--- src/design/assert_macros.svh ---
// assertion macros for the smoother core
`ifndef ASSERT_MACROS_SVH
`define ASSERT_MACROS_SVH
`ifndef NO_ASSERTIONS
// clocked check, off while reset is asserted
`define ASSERT_CLKRST(lbl, clk, rst_n, prop, msg) \
  lbl: assert property (@(posedge clk) disable iff (!rst_n) prop) else $error(msg);
// clocked check, also active during reset
`define ASSERT_CLK(lbl, clk, prop, msg) \
  lbl: assert property (@(posedge clk) prop) else $error(msg);
`else
`define ASSERT_CLKRST(lbl, clk, rst_n, prop, msg)
`define ASSERT_CLK(lbl, clk, prop, msg)
`endif
`endif

--- src/design/wwts_pkg.sv ---
package wwts_pkg;

  localparam int SMP_W = 16;
  localparam int PCT_W = 7;

  localparam logic [PCT_W-1:0] PCT_FULL = 7'd100;

  localparam logic signed [SMP_W-1:0] SMP_MAX = 16'sh7fff;
  localparam logic signed [SMP_W-1:0] SMP_MIN = 16'sh8000;

  typedef logic signed [SMP_W-1:0] smp_t;

  // window control from the sequencer
  typedef struct packed {
    logic sum_start;
    logic push;
  } win_ctrl_t;

endpackage

--- src/design/wwts_window.sv ---
module wwts_window #(
  parameter int DEPTH = 5,
  parameter int CNT_W = 3,
  parameter int SUM_W = 19
) (
  input  logic                    clk,
  input  logic                    rst_n,
  input  wwts_pkg::win_ctrl_t     ctrl,
  input  wwts_pkg::smp_t          push_data,
  output logic [CNT_W-1:0]        count,
  output logic                    sum_done,
  output logic signed [SUM_W-1:0] sum
);

  localparam int IDX_W = (DEPTH > 1) ? $clog2(DEPTH) : 1;

  wwts_pkg::smp_t          window_r [DEPTH];
  logic [CNT_W-1:0]        count_r;
  logic [IDX_W-1:0]        idx_r;
  logic                    busy_r;
  logic                    done_r;
  logic signed [SUM_W-1:0] acc_r;
  logic                    full;
  logic                    last;

  assign full = (count_r == CNT_W'(DEPTH));
  assign last = (CNT_W'(idx_r) == (count_r - CNT_W'(1)));

  always_ff @(posedge clk) begin
    if (!rst_n) begin
      count_r <= '0;
      busy_r  <= 1'b0;
      done_r  <= 1'b0;
    end else begin
      done_r <= !ctrl.sum_start && busy_r && last;
      if (ctrl.sum_start) begin
        busy_r <= 1'b1;
      end else if (busy_r && last) begin
        busy_r <= 1'b0;
      end
      if (ctrl.push && !full) begin
        count_r <= count_r + CNT_W'(1);
      end
    end
  end

  // one stored sample added per cycle
  always_ff @(posedge clk) begin
    if (ctrl.sum_start) begin
      idx_r <= '0;
      acc_r <= '0;
    end else if (busy_r) begin
      idx_r <= idx_r + IDX_W'(1);
      acc_r <= acc_r + SUM_W'(window_r[idx_r]);
    end
  end

  // oldest first, drop oldest when full
  always_ff @(posedge clk) begin
    if (ctrl.push) begin
      if (full) begin
        for (int i = 0; i < DEPTH - 1; i++) begin
          window_r[i] <= window_r[i+1];
        end
        window_r[DEPTH-1] <= push_data;
      end else begin
        window_r[count_r[IDX_W-1:0]] <= push_data;
      end
    end
  end

  assign count    = count_r;
  assign sum_done = done_r;
  assign sum      = acc_r;

endmodule

--- src/design/wwts_mul.sv ---
module wwts_mul #(
  parameter int DIFF_W = 20,
  parameter int NUM_W  = 28,
  parameter int DEN_W  = 9,
  parameter int CNT_W  = 3
) (
  input  logic                           clk,
  input  logic                           rst_n,
  input  logic                           start,
  input  logic signed [DIFF_W-1:0]       diff,
  input  wwts_pkg::smp_t                 sample,
  input  logic [wwts_pkg::PCT_W-1:0]     w,
  input  logic [CNT_W-1:0]               nm1,
  output logic                           done,
  output logic signed [NUM_W-1:0]        num,
  output logic [DEN_W-1:0]               den
);

  localparam int STEP_W = $clog2(wwts_pkg::PCT_W);
  localparam logic signed [NUM_W-1:0] HUNDRED = NUM_W'(wwts_pkg::PCT_FULL);

  logic                          busy_r;
  logic                          done_r;
  logic [STEP_W-1:0]             step_r;
  logic [wwts_pkg::PCT_W-1:0]    w_sh_r;
  logic signed [NUM_W-1:0]       dsh_r;
  logic [DEN_W-1:0]              nsh_r;
  logic signed [NUM_W-1:0]       acc_r;
  logic [DEN_W-1:0]              den_r;
  logic                          last;

  assign last = (step_r == STEP_W'(wwts_pkg::PCT_W - 1));

  always_ff @(posedge clk) begin
    if (!rst_n) begin
      busy_r <= 1'b0;
      done_r <= 1'b0;
    end else begin
      done_r <= !start && busy_r && last;
      if (start) begin
        busy_r <= 1'b1;
      end else if (busy_r && last) begin
        busy_r <= 1'b0;
      end
    end
  end

  // shift-add over the weight bits: acc = 100*s + diff*w, den = 100 + (n-1)*w
  always_ff @(posedge clk) begin
    if (start) begin
      step_r <= '0;
      w_sh_r <= w;
      dsh_r  <= NUM_W'(diff);
      nsh_r  <= DEN_W'(nm1);
      acc_r  <= NUM_W'(sample) * HUNDRED;
      den_r  <= DEN_W'(wwts_pkg::PCT_FULL);
    end else if (busy_r) begin
      step_r <= step_r + STEP_W'(1);
      w_sh_r <= w_sh_r >> 1;
      dsh_r  <= dsh_r <<< 1;
      nsh_r  <= nsh_r << 1;
      if (w_sh_r[0]) begin
        acc_r <= acc_r + dsh_r;
        den_r <= den_r + nsh_r;
      end
    end
  end

  assign done = done_r;
  assign num  = acc_r;
  assign den  = den_r;

endmodule

--- src/design/wwts_div.sv ---
module wwts_div #(
  parameter int NUM_W = 28,
  parameter int DEN_W = 9
) (
  input  logic                    clk,
  input  logic                    rst_n,
  input  logic                    start,
  input  logic signed [NUM_W-1:0] num,
  input  logic [DEN_W-1:0]        den,
  output logic                    done,
  output wwts_pkg::smp_t          quot
);

  localparam int QW     = wwts_pkg::SMP_W;
  localparam int STEP_W = $clog2(QW);

  logic              busy_r;
  logic              done_r;
  logic [STEP_W-1:0] step_r;
  logic              neg_r;
  logic [DEN_W-1:0]  rem_r;
  logic [QW-1:0]     q_r;
  logic [DEN_W-1:0]  den_r;
  logic [NUM_W-1:0]  mag;
  logic [DEN_W:0]    trial;
  logic              ge;
  logic              last;

  assign mag   = num[NUM_W-1] ? NUM_W'(-num) : NUM_W'(num);
  assign trial = {rem_r, q_r[QW-1]};
  assign ge    = (trial >= {1'b0, den_r});
  assign last  = (step_r == STEP_W'(QW - 1));

  always_ff @(posedge clk) begin
    if (!rst_n) begin
      busy_r <= 1'b0;
      done_r <= 1'b0;
    end else begin
      done_r <= !start && busy_r && last;
      if (start) begin
        busy_r <= 1'b1;
      end else if (busy_r && last) begin
        busy_r <= 1'b0;
      end
    end
  end

  // restoring division, one quotient bit per cycle; top bits preload the remainder
  always_ff @(posedge clk) begin
    if (start) begin
      step_r <= '0;
      neg_r  <= num[NUM_W-1];
      rem_r  <= DEN_W'(mag >> QW);
      q_r    <= mag[QW-1:0];
      den_r  <= den;
    end else if (busy_r) begin
      step_r <= step_r + STEP_W'(1);
      rem_r  <= ge ? DEN_W'(trial - {1'b0, den_r}) : DEN_W'(trial);
      q_r    <= {q_r[QW-2:0], ge};
    end
  end

  // sign restore and clamp to sample range
  always_comb begin
    if (neg_r) begin
      quot = (q_r > QW'(wwts_pkg::SMP_MIN)) ? wwts_pkg::SMP_MIN
                                             : wwts_pkg::smp_t'(QW'(0) - q_r);
    end else begin
      quot = (q_r > QW'(wwts_pkg::SMP_MAX)) ? wwts_pkg::SMP_MAX : wwts_pkg::smp_t'(q_r);
    end
  end

  assign done = done_r;

endmodule

--- src/design/weighted_window_torque_smoother_core.sv ---
// flow: while fewer than two samples are stored, the accepted sample passes through ST_FINISH
//   to the output register; otherwise it goes through the window sum over the stored samples,
//   the 7-step weight multiply and the 16-step restoring divider
// one word in flight: in_stall stays high until the result is moved to the output register
// reset (rst_n low, synchronous): window emptied, smoothing percent 0, no word pending
`include "assert_macros.svh"

module weighted_window_torque_smoother_core #(
  parameter int WINDOW_DEPTH = 5
) (
  input  logic                             clk,
  input  logic                             rst_n,
  // config
  input  logic                             cfg_wr_en,
  input  logic [wwts_pkg::PCT_W-1:0]       cfg_smoothing_pct,
  // sample in
  input  logic                             in_valid,
  output logic                             in_stall,
  input  wwts_pkg::smp_t                   in_torque_sample,
  // smoothed out
  output logic                             out_valid,
  input  logic                             out_stall,
  output wwts_pkg::smp_t                   out_smoothed_torque
);

  localparam int CNT_W  = $clog2(WINDOW_DEPTH + 1);
  // sum of the whole window
  localparam int SUM_W  = wwts_pkg::SMP_W + $clog2(WINDOW_DEPTH);
  // stored sum minus current sample
  localparam int DIFF_W = SUM_W + 1;
  // diff*w + 100*s, w up to 7 bits
  localparam int NUM_W  = DIFF_W + 8;
  // divisor w*(n-1) + 100 never exceeds 100*depth
  localparam int DEN_W  = $clog2(100 * WINDOW_DEPTH + 1);

  typedef enum logic [2:0] {
    ST_IDLE,
    ST_SUM,
    ST_MUL,
    ST_DIV,
    ST_FINISH
  } state_t;

  state_t                       state_r;
  logic [wwts_pkg::PCT_W-1:0]   pct_r;
  wwts_pkg::smp_t               sample_r;
  logic [wwts_pkg::PCT_W-1:0]   w_r;
  logic [CNT_W-1:0]             nm1_r;
  wwts_pkg::smp_t               res_r;
  logic                         out_valid_r;
  wwts_pkg::smp_t               out_data_r;

  logic                         accept;
  logic                         few_smp;
  logic [wwts_pkg::PCT_W-1:0]   w_sat;
  wwts_pkg::win_ctrl_t          win_ctrl;
  wwts_pkg::smp_t               push_data;
  logic [CNT_W-1:0]             win_count;
  logic                         sum_done;
  logic signed [SUM_W-1:0]      win_sum;
  logic signed [DIFF_W-1:0]     diff;
  logic                         mul_start;
  logic                         mul_done;
  logic signed [NUM_W-1:0]      num;
  logic [DEN_W-1:0]             den;
  logic                         div_start;
  logic                         div_done;
  wwts_pkg::smp_t               quot;

  // one word in flight; the output register lets the next word in while a result waits
  assign in_stall = (state_r != ST_IDLE);
  assign accept   = in_valid && (state_r == ST_IDLE);
  assign few_smp  = (win_count < CNT_W'(2));

  // weights above one hundred saturate
  assign w_sat = (pct_r > wwts_pkg::PCT_FULL) ? wwts_pkg::PCT_FULL : pct_r;

  // with two or more samples stored, the window is summed before the new sample is pushed
  assign win_ctrl.sum_start = accept && !few_smp;
  assign win_ctrl.push      = (accept && few_smp) || ((state_r == ST_SUM) && sum_done);
  assign push_data          = accept ? in_torque_sample : sample_r;

  assign diff      = DIFF_W'(win_sum) - DIFF_W'(sample_r);
  assign mul_start = (state_r == ST_SUM) && sum_done;
  assign div_start = (state_r == ST_MUL) && mul_done;

  wwts_window #(
    .DEPTH (WINDOW_DEPTH),
    .CNT_W (CNT_W),
    .SUM_W (SUM_W)
  ) u_window (
    .clk       (clk),
    .rst_n     (rst_n),
    .ctrl      (win_ctrl),
    .push_data (push_data),
    .count     (win_count),
    .sum_done  (sum_done),
    .sum       (win_sum)
  );

  wwts_mul #(
    .DIFF_W (DIFF_W),
    .NUM_W  (NUM_W),
    .DEN_W  (DEN_W),
    .CNT_W  (CNT_W)
  ) u_mul (
    .clk    (clk),
    .rst_n  (rst_n),
    .start  (mul_start),
    .diff   (diff),
    .sample (sample_r),
    .w      (w_r),
    .nm1    (nm1_r),
    .done   (mul_done),
    .num    (num),
    .den    (den)
  );

  wwts_div #(
    .NUM_W (NUM_W),
    .DEN_W (DEN_W)
  ) u_div (
    .clk   (clk),
    .rst_n (rst_n),
    .start (div_start),
    .num   (num),
    .den   (den),
    .done  (div_done),
    .quot  (quot)
  );

  // smoothing percent register
  always_ff @(posedge clk) begin
    if (!rst_n) begin
      pct_r <= '0;
    end else if (cfg_wr_en) begin
      pct_r <= cfg_smoothing_pct;
    end
  end

  // sequencer and output register
  always_ff @(posedge clk) begin
    if (!rst_n) begin
      state_r     <= ST_IDLE;
      out_valid_r <= 1'b0;
    end else begin
      // a word leaving with nothing behind it
      if (out_valid_r && !out_stall && (state_r != ST_FINISH)) begin
        out_valid_r <= 1'b0;
      end
      case (state_r)
        ST_IDLE: begin
          if (accept) begin
            sample_r <= in_torque_sample;
            w_r      <= w_sat;
            nm1_r    <= win_count - CNT_W'(1);
            if (few_smp) begin
              // raw sample passes through
              res_r   <= in_torque_sample;
              state_r <= ST_FINISH;
            end else begin
              state_r <= ST_SUM;
            end
          end
        end
        ST_SUM: begin
          if (sum_done) begin
            state_r <= ST_MUL;
          end
        end
        ST_MUL: begin
          if (mul_done) begin
            state_r <= ST_DIV;
          end
        end
        ST_DIV: begin
          if (div_done) begin
            res_r   <= quot;
            state_r <= ST_FINISH;
          end
        end
        ST_FINISH: begin
          // wait for the output register to free up
          if (!out_valid_r || !out_stall) begin
            out_valid_r <= 1'b1;
            out_data_r  <= res_r;
            state_r     <= ST_IDLE;
          end
        end
        default: begin
          state_r <= ST_IDLE;
        end
      endcase
    end
  end

  assign out_valid           = out_valid_r;
  assign out_smoothed_torque = out_data_r;

  `ASSERT_CLKRST(a_accept_moves_on, clk, rst_n, accept |=> (state_r == ST_SUM || state_r == ST_FINISH), "accepted word did not start work")
  `ASSERT_CLKRST(a_sum_done_in_sum, clk, rst_n, sum_done |-> (state_r == ST_SUM), "window sum finished outside sum phase")
  `ASSERT_CLKRST(a_div_done_in_div, clk, rst_n, div_done |-> (state_r == ST_DIV), "divider finished outside divide phase")
  `ASSERT_CLKRST(a_count_bounded, clk, rst_n, win_count <= CNT_W'(WINDOW_DEPTH), "window count beyond depth")
  `ASSERT_CLK(a_rst_clears_out, clk, !rst_n |=> !out_valid, "reset did not clear pending word")

endmodule
--- config.mk ---
export PLATFORM = sky130hd
export DESIGN_NAME = weighted_window_torque_smoother_core
export DESIGN_NICKNAME = d
export VERILOG_FILES = /design/src/design/wwts_pkg.sv /design/src/design/wwts_window.sv /design/src/design/wwts_mul.sv /design/src/design/wwts_div.sv /design/src/design/weighted_window_torque_smoother_core.sv
export VERILOG_INCLUDE_DIRS = /design/src /design/src/design
export SDC_FILE = /design/constraint.sdc
export NUM_CORES = 1
export LEC_CHECK = 0
export BUFFER_PORTS_ARGS = -buffer_cell sky130_fd_sc_hd__buf_4
export CAP_MARGIN = 40
export CELL_PAD_IN_SITES_DETAIL_PLACEMENT = 2
export CELL_PAD_IN_SITES_GLOBAL_PLACEMENT = 2
export CORE_AREA = 10 10 220 222
export DETAILED_ROUTE_END_ITERATION = 7
export DIE_AREA = 0 0 230 232
export GPL_TIMING_DRIVEN = 0
export PLACE_DENSITY = 0.92
export SLEW_MARGIN = 20
export SYNTH_ARGS = -nofsm -noshare
export SYNTH_HDL_FRONTEND = slang
export SYNTH_SLANG_ARGS = --single-unit
--- constraint.sdc ---
create_clock -name clk -period 6.75 [get_ports clk]
set_clock_uncertainty 0.15 [all_clocks]
set_input_delay 0.3375 -clock clk [delete_from_list [all_inputs] [get_ports clk]]
set_output_delay 0.3375 -clock clk [all_outputs]
set_load 0.05 [all_outputs]
==> metrics.txt <==
WHS 0.6758 ps; Slowest-stage cell, CP mux4_2; crit-path leading delay family compound AO/OA/AOI/OAI gates; hpwl dp 58,480 um; asr flop ratio synth 0%; stages on the worst setup path 16; Final Power 0.008661 W; actual slew at the worst max-slew pin 899.8 ps; Syn Inst Count 1,863; Reg power frac 31.0%; Final setup viols 0; latest clock arrival within the worst-skew pair 620 ps; status completed; global-route usage over all layers 34.70%; post-route insts no fill 2,619; RSZ-0062 raised after global routing false; max_slew headroom 40.01%; final instance area 22,940 um^2; Crit path buffers/inverters 3; gp weighted congestion 0.8874; Critical Path Start Type register; Worst Setup End Kind register; Num CTS Buffers 41; Clock Tree Buf Depth 3; Clock power frac 27.4%; Setup Total Neg Slack 0 ps; Hold Path Stages 2; Fill cells 4,316; Comb pwr share 41.6%; Top FF cell, synth edfxtp_1; global-route wire length before repair 137,900 um; R2R setup slack 950 ps; CTS H-tree depth 2; layout cells sized above 1 9.926%; largest net degree at the start of global routing 30; slowest stage delay, CP 530 ps; Ports 46; CP max FO 6; crit path DAT 6130 ps; Worst Setup Path Type register to register; Die Footprint 53,360 um^2; hold crit path type input port to register; register bit count reported by yosys 354; critical-path cell list clkbuf_1 -> buf_1 -> buf_6 -> mux4_2 -> mux2_2 -> ha_1 -> fa_1 -> a211oi_1 -> o21ai_0 -> a41o_1 -> a211o_1 -> a21oi_1 -> nor3_1 -> a31oi_1 -> o22ai_1 -> mux2_2; Final Max Tran Viols 0; Internal 0.005141 W; Net Sw Power 0.003521 W; EDFF count, synth 285; core area 43,930 um^2; vias per inst 6.749; Yosys warning total 0; die height 232 um; Sink Count 354; P_leak 8.737 nW; average routed wire per standard cell 36.25 um; initial core utilization 45.65%; CTS tree done; buffers inserted by post-CTS timing repair 0; final WL 94,930 um; pwr dens 377.5 nW/um^2; Die W 230 um; Clk pin slew, worst setup/hold paths 70 ps; count of different cell masters after synthesis 62; Max-Cap Viols 0; remaining global-route overflow 0; vias in the first global route 19.74k; Post-Syn Area 20,060 um^2; PortBufs 44; Peak Freq 172.3 MHz; VDD IR max 0.0002510 V; CTS resizes 0; Antenna Violating Nets Remaining 0; Req. time, crit path 7080 ps; nets 2,181; DRC errors left 0; Post-DP Area 21,370 um^2; final critical-path share of the clock period 85.97%; syn_nets 2,050; fin crit period 5803 ps; clk root buf clkbuf_16; DR vias 17.68k; placed insts 2,519; endpoints failing hold 0; TritonRoute pass-1 iters 5; synth-to-layout area growth 14.41%; initial antenna violation count 7; Post-Syn Area per Cell 10.77 um^2; part of the Yosys area used for sequential elements 49.56%; CP dominant cell by count mux2_2; FP Rows 77; switching share of power 40.65%; Iteration-0 DRC Markers 1,898; r2r worst-path depth 16
## repair_timing
action                                  4_1_cts  5_1_grt
endpoints found under the setup margin        0        0
hold buffers                                 15        0
hold endpoints to repair                     15        0
## cells in the final DEF, fill, tap and decap left out, types with 22 or more instances in the layout
master	count
nand2_1	180
mux4_2	32
ha_1	140
nor3_1	26
mux2i_1	35
a21oi_1	170
inv_1	88
nor2b_1	25
nand3_1	22
xnor2_1	62
clkbuf_1	83
buf_4	46
nor2_1	179
clkbuf_16	42
dfxtp_1	69
o21ai_0	119
a21o_1	29
edfxtp_1	285
xor2_1	56
## per-layer routing
| layer | part of all wire, % | GRT usage, % | vias up |
|---|---|---|---|
| li1 | - | - | 7042 |
| met1 | 34 | 35.89 | 8993 |
| met2 | 49 | 59.94 | 1123 |
| met3 | 7.5 | 7.440 | 509 |
| met4 | 9.0 | 28.92 | 8 |
| met5 | 0.051 | 0 | - |
## registers in the layout, summed over array words and instances, names as in the netlist, 16 cells and up, named ones only
signal,cells
u_mul.dsh_r,28
u_mul.num,28
u_window.window_r,128
u_window.sum,19
sample_r,16
res_r,16
u_div.q_r,16
out_smoothed_torque,16
## cell type report
| cell class | count | area [um^2] | share of cell area (%) |
|---|---|---|---|
| multi-input combinational | 1341 | 9510 | 41.45 |
| antenna | 2 | 5.005 | 0.02181 |
| buffer | 80 | 301.5 | 1.314 |
| inverter | 88 | 330.3 | 1.440 |
| clock buffer | 60 | 1169 | 5.093 |
| clock inverter | 14 | 168.9 | 0.7362 |
| tap | 592 | 740.7 | 3.228 |
| sequential | 354 | 9940 | 43.32 |
| timing repair buffer | 88 | 779.5 | 3.397 |
## final timing paths
path | startpoint | to
worst min-delay path | in_torque_sample[13] | res_r[13]
worst max-delay path | register | u_window.sum[18]
worst max register to register | register | u_window.sum[18]
worst min register to register | res_r[9] | out_smoothed_torque[9]
## worst reg2reg max path, cell delays in order (launching register included)
cell and delay, ps:
dfxtp_1 310, clkbuf_1 330, buf_1 520, buf_6 250, mux4_2 530, mux2_2 310, ha_1 230, fa_1 450
a211oi_1 420, o21ai_0 280, a41o_1 370, a211o_1 280, a21oi_1 380, nor3_1 170, a31oi_1 230, o22ai_1 160
mux2_2 310
## through the flow
stage,util (%),setup WS (ps)
2_1_floorplan,-,2215
3_3_place_gp,48.09,498.7
3_5_place_dp,48.64,1308
4_1_cts,52.03,1081
5_1_grt,52.23,752.4
6_report,52.23,947.0
## Yosys cell counts (32+ instances only)
master	count	area, um^2
edfxtp_1	285	8558
nand2_1	181	679.4
nor2_1	181	679.4
a21oi_1	170	850.8
ha_1	140	1752
o21ai_0	121	605.6
inv_1	88	330.3
clkbuf_1	70	262.8
dfxtp_1	69	1381
xnor2_1	62	543.0
xor2_1	56	490.5
mux2i_1	35	350.3
mux4_2	32	720.7
## power groups by stage
stage | sequential (W) | combinational, W | clock [W]
2_1_floorplan | 0.00264 | 0.00209 | 0
3_3_place_gp | 0.00267 | 0.00265 | 0
3_5_place_dp | 0.00270 | 0.00306 | 0
4_1_cts | 0.00267 | 0.00340 | 0.00235
5_1_grt | 0.00268 | 0.00372 | 0.00242
6_report | 0.00268 | 0.00361 | 0.00238
## kinds of logic (layout without fill, tap and decap cells)
family                     Yosys count  after routing  synth area share, %
and+or+nand+nor                    526            526                11.81
AOI/OAI and AO/OA                  451            451                13.21
DFF                                354            354                49.56
buffers and inverters              168            330                3.151
adders and majority gates          159            159                10.63
xor gates and xnor gates           118            118                5.153
muxes                               87             87                6.482
other                                0              2                    0
No activity file was read; power rests on OpenSTA's default activity.
